==> src/design/prq_pkg.sv <==
// prq_pkg: sizes, command and status codes, beat layouts and slot arithmetic
// for the priority ready queue. Depends on nothing.

package prq_pkg;

   localparam int DEPTH         = 16;
   localparam int TAG_BITS      = 8;
   localparam int PRIO_BITS     = 8;
   localparam int IDX_BITS      = $clog2(DEPTH);
   localparam int CNT_BITS      = $clog2(DEPTH + 1);
   localparam int FUNC_BITS     = 2;
   localparam int STATUS_BITS   = 2;

   localparam logic [FUNC_BITS-1:0] FN_APPEND = 2'd0;
   localparam logic [FUNC_BITS-1:0] FN_REMOVE = 2'd1;
   localparam logic [FUNC_BITS-1:0] FN_ORDER  = 2'd2;

   localparam logic [STATUS_BITS-1:0] ST_OK    = 2'd0;
   localparam logic [STATUS_BITS-1:0] ST_FULL  = 2'd1;
   localparam logic [STATUS_BITS-1:0] ST_EMPTY = 2'd2;

   localparam int REQ_BITS  = FUNC_BITS + TAG_BITS + PRIO_BITS;
   localparam int REQ_BYTES = (REQ_BITS + 7) / 8;
   localparam int REQ_PAD   = REQ_BYTES * 8 - REQ_BITS;
   localparam int RSP_BITS  = STATUS_BITS + CNT_BITS + 1 + TAG_BITS + PRIO_BITS;
   localparam int RSP_BYTES = (RSP_BITS + 7) / 8;

   typedef struct packed {
      logic [TAG_BITS-1:0]  tag;
      logic [PRIO_BITS-1:0] prio;
   } entry_type;

   typedef struct packed {
      logic [REQ_PAD-1:0]   pad;
      logic [PRIO_BITS-1:0] proc_priority;
      logic [TAG_BITS-1:0]  proc_tag;
      logic [FUNC_BITS-1:0] func;
   } req_beat_type;

   typedef struct packed {
      logic [PRIO_BITS-1:0]   head_priority;
      logic [TAG_BITS-1:0]    head_tag;
      logic                   head_valid;
      logic [CNT_BITS-1:0]    count;
      logic [STATUS_BITS-1:0] status;
   } rsp_beat_type;

   // circular slot: head + offset, offset never above DEPTH
   function automatic logic [IDX_BITS-1:0] slot_of(input logic [IDX_BITS-1:0] head,
                                                   input logic [CNT_BITS-1:0] offset);
      logic [CNT_BITS:0] sum;
      sum = (CNT_BITS + 1)'(head) + (CNT_BITS + 1)'(offset);
      if (sum >= (CNT_BITS + 1)'(DEPTH)) begin
         sum = sum - (CNT_BITS + 1)'(DEPTH);
      end
      return sum[IDX_BITS-1:0];
   endfunction

endpackage

==> src/design/priority_ready_queue_unit.sv <==
// priority_ready_queue_unit: bounded ready queue with append, remove head and
// stable priority sort over one entry table. Depends on prq_pkg.
//
//   channel | dir | beat fields (low bit up)
//   req     | in  | func[1:0], proc_tag[9:2], proc_priority[17:10], zero pad
//   rsp     | out | status[1:0], count[6:2], head_valid[7], head_tag, head_priority
//
// Append and remove: table update, head read, result load. Order: one
// compare/swap unit walks the table in passes of len entries, len from n down
// to 2, then head read and result load.
// The table has one write and one registered read port; one beat in work at a time.
// Reset clears count, head slot, rsp valid and the sequencer, not the table contents.
// A stalled result holds in the output register; the next request is taken meanwhile.

module priority_ready_queue_unit (
   input  logic                                  clock,
   input  logic                                  reset,
   input  logic                                  req_tvalid,
   output logic                                  req_tready,
   // func, proc_tag, proc_priority, zero pad
   input  logic [prq_pkg::REQ_BYTES*8-1:0]       req_tdata,
   output logic                                  rsp_tvalid,
   input  logic                                  rsp_tready,
   // status, count, head_valid, head_tag, head_priority
   output logic [prq_pkg::RSP_BYTES*8-1:0]       rsp_tdata
);

   localparam logic [2:0] S_IDLE  = 3'd0;
   localparam logic [2:0] S_RD0   = 3'd1;
   localparam logic [2:0] S_LD0   = 3'd2;
   localparam logic [2:0] S_CMP   = 3'd3;
   localparam logic [2:0] S_WLAST = 3'd4;
   localparam logic [2:0] S_HEAD  = 3'd5;
   localparam logic [2:0] S_OUT   = 3'd6;

   localparam logic [prq_pkg::CNT_BITS-1:0] CNT_ONE   = prq_pkg::CNT_BITS'(1);
   localparam logic [prq_pkg::CNT_BITS-1:0] CNT_TWO   = prq_pkg::CNT_BITS'(2);
   localparam logic [prq_pkg::CNT_BITS-1:0] CNT_DEPTH = prq_pkg::CNT_BITS'(prq_pkg::DEPTH);

   prq_pkg::entry_type mem [prq_pkg::DEPTH];

   logic [2:0]                           state_ff, state_in;
   logic [prq_pkg::IDX_BITS-1:0]         head_ff, head_in;
   logic [prq_pkg::CNT_BITS-1:0]         count_ff, count_in;
   logic [prq_pkg::CNT_BITS-1:0]         len_ff, len_in;
   logic [prq_pkg::CNT_BITS-1:0]         k_ff, k_in;
   logic [prq_pkg::STATUS_BITS-1:0]      status_ff, status_in;
   prq_pkg::entry_type                   carry_ff, carry_in;
   prq_pkg::entry_type                   rd_data_ff;
   logic                                 rsp_valid_ff, rsp_valid_in;
   prq_pkg::rsp_beat_type                rsp_ff, rsp_in;

   prq_pkg::req_beat_type                req;
   logic                                 req_fire;
   logic                                 rsp_load;
   logic                                 wr_en;
   logic [prq_pkg::IDX_BITS-1:0]         wr_addr;
   prq_pkg::entry_type                   wr_data;
   logic [prq_pkg::IDX_BITS-1:0]         rd_addr;
   logic                                 swap;

   assign req        = req_tdata;
   assign req_tready = (state_ff == S_IDLE);
   assign req_fire   = req_tvalid && req_tready;
   assign rsp_tvalid = rsp_valid_ff;
   assign rsp_tdata  = rsp_ff;
   assign rsp_load   = (state_ff == S_OUT) && (!rsp_valid_ff || rsp_tready);
   assign swap       = carry_ff.prio > rd_data_ff.prio;

   always_comb begin
      state_in     = state_ff;
      head_in      = head_ff;
      count_in     = count_ff;
      len_in       = len_ff;
      k_in         = k_ff;
      status_in    = status_ff;
      carry_in     = carry_ff;
      rsp_in       = rsp_ff;
      rsp_valid_in = rsp_valid_ff;
      wr_en        = 1'b0;
      wr_addr      = prq_pkg::slot_of(head_ff, count_ff);
      wr_data      = '{tag: req.proc_tag, prio: req.proc_priority};
      rd_addr      = prq_pkg::slot_of(head_ff, '0);

      if (rsp_valid_ff && rsp_tready) begin
         rsp_valid_in = 1'b0;
      end

      unique case (state_ff)
         S_IDLE: begin
            if (req_fire) begin
               status_in = prq_pkg::ST_OK;
               state_in  = S_HEAD;
               unique case (req.func)
                  prq_pkg::FN_APPEND: begin
                     if (count_ff == CNT_DEPTH) begin
                        status_in = prq_pkg::ST_FULL;
                     end else begin
                        wr_en    = 1'b1;
                        count_in = count_ff + CNT_ONE;
                     end
                  end
                  prq_pkg::FN_REMOVE: begin
                     if (count_ff == '0) begin
                        status_in = prq_pkg::ST_EMPTY;
                     end else begin
                        count_in = count_ff - CNT_ONE;
                        head_in  = (count_ff == CNT_ONE) ? '0
                                                         : prq_pkg::slot_of(head_ff, CNT_ONE);
                     end
                  end
                  prq_pkg::FN_ORDER: begin
                     if (count_ff >= CNT_TWO) begin
                        len_in   = count_ff;
                        state_in = S_RD0;
                     end
                  end
                  default: begin
                  end
               endcase
            end
         end
         S_RD0: begin
            state_in = S_LD0;
         end
         S_LD0: begin
            carry_in = rd_data_ff;
            rd_addr  = prq_pkg::slot_of(head_ff, CNT_ONE);
            k_in     = '0;
            state_in = S_CMP;
         end
         S_CMP: begin
            // stable: move the carried entry on only past a strictly lower priority
            wr_en   = 1'b1;
            wr_addr = prq_pkg::slot_of(head_ff, k_ff);
            rd_addr = prq_pkg::slot_of(head_ff, k_ff + CNT_TWO);
            if (swap) begin
               wr_data = rd_data_ff;
            end else begin
               wr_data  = carry_ff;
               carry_in = rd_data_ff;
            end
            k_in = k_ff + CNT_ONE;
            if (k_ff + CNT_TWO == len_ff) begin
               state_in = S_WLAST;
            end
         end
         S_WLAST: begin
            wr_en   = 1'b1;
            wr_addr = prq_pkg::slot_of(head_ff, len_ff - CNT_ONE);
            wr_data = carry_ff;
            len_in  = len_ff - CNT_ONE;
            state_in = (len_ff - CNT_ONE >= CNT_TWO) ? S_RD0 : S_HEAD;
         end
         S_HEAD: begin
            state_in = S_OUT;
         end
         S_OUT: begin
            if (rsp_load) begin
               rsp_in.status     = status_ff;
               rsp_in.count      = count_ff;
               rsp_in.head_valid = (count_ff != '0);
               rsp_in.head_tag   = (count_ff != '0) ? rd_data_ff.tag  : '0;
               rsp_in.head_priority = (count_ff != '0) ? rd_data_ff.prio : '0;
               rsp_valid_in = 1'b1;
               state_in     = S_IDLE;
            end
         end
         default: begin
            state_in = S_IDLE;
         end
      endcase
   end

   always_ff @(posedge clock) begin
      if (wr_en) begin
         mem[wr_addr] <= wr_data;
      end
      rd_data_ff <= mem[rd_addr];
   end

   always_ff @(posedge clock) begin
      if (reset) begin
         state_ff     <= S_IDLE;
         head_ff      <= '0;
         count_ff     <= '0;
         rsp_valid_ff <= 1'b0;
      end else begin
         state_ff     <= state_in;
         head_ff      <= head_in;
         count_ff     <= count_in;
         rsp_valid_ff <= rsp_valid_in;
      end
   end

   always_ff @(posedge clock) begin
      len_ff    <= len_in;
      k_ff      <= k_in;
      status_ff <= status_in;
      carry_ff  <= carry_in;
      rsp_ff    <= rsp_in;
   end

   a_count_bound: assert property (@(posedge clock) disable iff (reset)
      count_ff <= CNT_DEPTH)
      else $error("queue count above depth");

   a_empty_head: assert property (@(posedge clock) disable iff (reset)
      count_ff == '0 |-> head_ff == '0)
      else $error("empty queue with nonzero head slot");

   a_busy_after_accept: assert property (@(posedge clock) disable iff (reset)
      req_fire |=> state_ff != S_IDLE)
      else $error("sequencer idle right after accept");

   a_full_status: assert property (@(posedge clock) disable iff (reset)
      rsp_valid_ff && rsp_ff.status == prq_pkg::ST_FULL |-> rsp_ff.count == CNT_DEPTH)
      else $error("full status with room left");

   a_head_valid: assert property (@(posedge clock) disable iff (reset)
      rsp_valid_ff |-> rsp_ff.head_valid == (rsp_ff.count != '0))
      else $error("head_valid disagrees with count");

endmodule
==> config.mk <==
export PLATFORM = sky130hd
export DESIGN_NAME = priority_ready_queue_unit
export DESIGN_NICKNAME = d
export VERILOG_FILES = /design/src/design/prq_pkg.sv /design/src/design/priority_ready_queue_unit.sv
export SDC_FILE = /design/constraint.sdc
export NUM_CORES = 1
export LEC_CHECK = 0
export BUFFER_PORTS_ARGS = -buffer_cell sky130_fd_sc_hd__buf_2
export CAP_MARGIN = 20
export CELL_PAD_IN_SITES_DETAIL_PLACEMENT = 2
export CELL_PAD_IN_SITES_GLOBAL_PLACEMENT = 2
export CORE_MARGIN = 2
export CORE_UTILIZATION = 46
export CTS_CLUSTER_SIZE = 25
export DETAILED_ROUTE_END_ITERATION = 8
export GPL_TIMING_DRIVEN = 0
export PLACE_DENSITY = 0.76
export SKIP_CTS_REPAIR_TIMING = 1
export SLEW_MARGIN = 25
export SYNTH_ARGS = -nofsm -noshare
export SYNTH_HDL_FRONTEND = slang
export SYNTH_SLANG_ARGS = --single-unit
==> constraint.sdc <==
create_clock -name clock -period 4.92 [get_ports clock]
set_clock_uncertainty 0.1 [all_clocks]
set_input_delay 0.984 -clock clock [delete_from_list [all_inputs] [get_ports clock]]
set_output_delay 0.984 -clock clock [all_outputs]
set_load 0.05 [all_outputs]
==> flow_metrics.py <==
metrics = {
    "yosys": {
        "synth_fp_nets": 957,
        "synth_flop_cell": "edfxtp_1",
        "syn_inst": 902,
        "synth_seq_cells": 337,
        "yosys_warnings": 0,
        "syn_avg_cell_area_um2": 16.1,
        "async_reset_ff_share_pct": 0,
        "yosysSeqAreaShare_pct": 67.8,
        "syn_area_um2": 14500,
        "synth_edf_count": 308,
        "synth_area_leaders": "edfxtp_1, mux2i_1, dfxtp_1, ha_1, a221o_1",
        "netlist.area_leader.share_pct": 63.8,
        "post-synth-top-area-cell": "edfxtp_1",
        "synth_cell_type_count": 54,
    },
    "floorplanning": {
        "die_x_um": 182,
        "dieArea_um2": 33000,
        "die_height_um": 182,
        "num_rows": 65,
        "initial_utilization_pct": 46.3,
        "core_region_area_um2": 31300,
        "io_pins": 54,
    },
    "drt": {
        "wl_um": 48000,
        "ant_nets": 0,
        "drt_first_pass_iters": 4,
        "via_per_inst": 6.00,
        "num_vias": 8722,
        "wl_per_cell_um": 33.0,
        "drc": 0,
        "drtIter0Drc": 700,
    },
    "setup_path": {
        "worstSetupStartpointType": "flop",
        "worstSetupPathType": "flop to flop",
        "r2r-start": "state_ff[1]",
        "reg2reg_depth": 14,
        "critPathCaptureType": "flop",
        "required_ps": 5090,
        "critPathMaxFanout": 10,
        "setup.worst_path.start": "state_ff[1]",
        "crit_arrival_ps": 4810,
    },
    "sta": {
        "setup_viol": 0,
        "relSlewSlack_pct": 20.8,
        "hold_viol": 0,
        "rsz0062_at_grt": "false",
        "holdWs_ps": 328,
        "worst_slack_ps": 279,
        "timing.final.crit_share_pct": 94.3,
        "timing.fmax_mhz": 215,
        "report.final.slew_viol_count": 0,
        "worst_pin_slew_ps": 1180,
        "period_needed_ps": 4640,
        "final.setup.tns_ps": 0,
    },
    "placed_design": {
        "placed_area_um2": 15600,
        "gp_congestion": 0.767,
        "dp_hpwl_um": 31100,
        "place_ws_ps": 178,
        "numPortBuffers": 47,
        "place_inst": 1384,
    },
    "global_route": {
        "grt_max_degree": 25,
        "grt_remaining_overflow": 0,
        "grt_usage_pct": 29.4,
        "grt_pass1_vias": 9793,
        "met1_usage_pct": 35.4,
        "use_met3_pct": 3.73,
        "grt_use_met2_pct": 53.9,
        "grt-busiest-layer": "met2",
        "grt_pass1_wl_um": 69200,
        "antenna_found_initial": 2,
    },
    "worst_hold_path": {
        "hold_path.class": "flop to flop",
        "hold_depth": 0,
        "min_from": "status_ff[1]",
    },
    "cts": {
        "insertion_delay_ps": 550,
        "cts_sinks": 337,
        "cts.clk_slew.worst_paths_ps": 70,
        "cts_inserted_buffers": 37,
        "root_buffer": "clkbuf_16",
        "clockBufferDepth": 3,
        "h-tree-depth": 2,
        "cts_tree": "built",
    },
    "cells_and_area": {
        "syn2layout_area_growth_pct": 16.4,
        "layout.nets": 1079,
        "final_cells": 1453,
        "fin_area_um2": 16900,
        "utilization_pct": 53.9,
        "drive_above_1_share_pct": 19.7,
    },
    "power": {
        "p_per_area_nw_per_um2": 489,
        "peakVddDrop_v": 0.000300,
        "p_leak_nw": 6.64,
        "power.total_mw": 8.26,
    },
    "run": {
        "max-cap-violations": 0,
    },
    "run_status": {
        "status": "completed",
    },
}
==> final cells by class <==
cell class / count / area [um^2]
Inverter: 21 / 86.3
Clock buffer: 49 / 1010
Sequential cell: 337 / 9830
Fill cell: 2782 / 14400
Multi-Input combinational cell: 501 / 4400
Antenna cell: 1 / 2.50
Timing Repair Buffer: 83 / 517
Tap cell: 402 / 503
Clock inverter: 16 / 201
Buffer: 43 / 332
==> cell usage in the layout (no fill, tap or decap), types with 5 or more instances in the layout <==
cell,netlist,layout
inv_6,0,5
buf_6,16,19
mux2i_1,242,242
nand2_1,15,15
edfxtp_1,308,308
a21o_1,6,6
clkbuf_16,0,37
a21oi_1,21,20
inv_1,18,18
ha_1,25,25
and3_1,17,17
buf_2,9,56
nor3_2,1,13
clkbuf_1,8,15
buf_4,10,43
xnor2_1,17,16
o21ai_0,6,6
dfxtp_1,29,29
nand4_1,5,5
nand3_1,10,10
nor2_1,33,32
and2_1,14,14
a221o_1,18,18
xor2_1,8,7
==> logic make-up (layout without fill, tap and decap cells) <==
group | count (synthesis) | after routing | synth area share (%)
xor+xnor | 25 | 25 | 1.51
flops | 337 | 337 | 67.8
buf+inv | 64 | 212 | 2.87
other cells | 0 | 1 | 0
simple gates | 135 | 135 | 4.98
fa+ha+maj | 27 | 27 | 2.43
mux | 242 | 242 | 16.7
compound gates | 72 | 72 | 3.75
==> Yosys cell counts (2+ instances only) <==
cell type,n
fa_1,2
xnor2_1,17
buf_4,10
nand2_1,15
nand4_1,5
inv_2,2
o21ai_1,4
nor2b_1,2
mux2i_1,242
buf_2,9
and2_1,14
a211oi_1,2
nand3b_1,2
a221o_1,18
nand3_1,10
buf_6,16
a21o_1,6
clkbuf_1,8
ha_1,25
o21ai_0,6
inv_1,18
and3_1,17
edfxtp_1,308
xor2_1,8
a21oi_1,21
nor3b_1,2
nor3_1,20
o21ai_2,2
nor2_1,33
nor4_1,2
o22ai_1,3
a21boi_1,2
nand2b_1,2
dfxtp_1,29
==> sequential cells by signal, summed over array words and instances, names as in the netlist <==
register	flops
rd_data_ff	16
k_ff	5
head_ff	4
rsp_tvalid	1
count_ff	5
carry_ff	16
len_ff	5
rsp_tdata	24
status_ff	2
state_ff	3
mem	256
==> critical path, cell delays in order (launching register included) <==
cell	delay, ps
dfxtp_1	400
buf_2	290
nor2_1	80
nand2_1	370
clkbuf_2	310
nor2_1	100
a221o_1	340
ha_1	330
a21oi_1	160
nand2_1	90
xor2_1	200
xnor2_1	950
nor3_4	170
buf_4	270
buf_4	210
==> path summary, 6_finish.rpt <==
check / end / slack, ps
worst max register to register: mem[0][8] / 280
worst min-delay path: rsp_tdata[1] / 330
worst min register to register: rsp_tdata[1] / 330
worst max-delay path: mem[0][8] / 280
==> report_power, final <==
group	leakage [nW]	total [mW]	switching, mW	internal, mW
clock network	0.589	2.90	1.23	1.67
registers	3.04	3.68	0.150	3.53
logic	3.01	1.68	1.15	0.531
total	6.64	8.26	2.53	5.73
==> per-layer routing <==
metal  wire, um  up-vias
met5          0        -
met4       1620        0
met3       1680       90
met2      25300      245
met1      19400     4668
li1           -     3719
(Power assumes the default switching activity.)
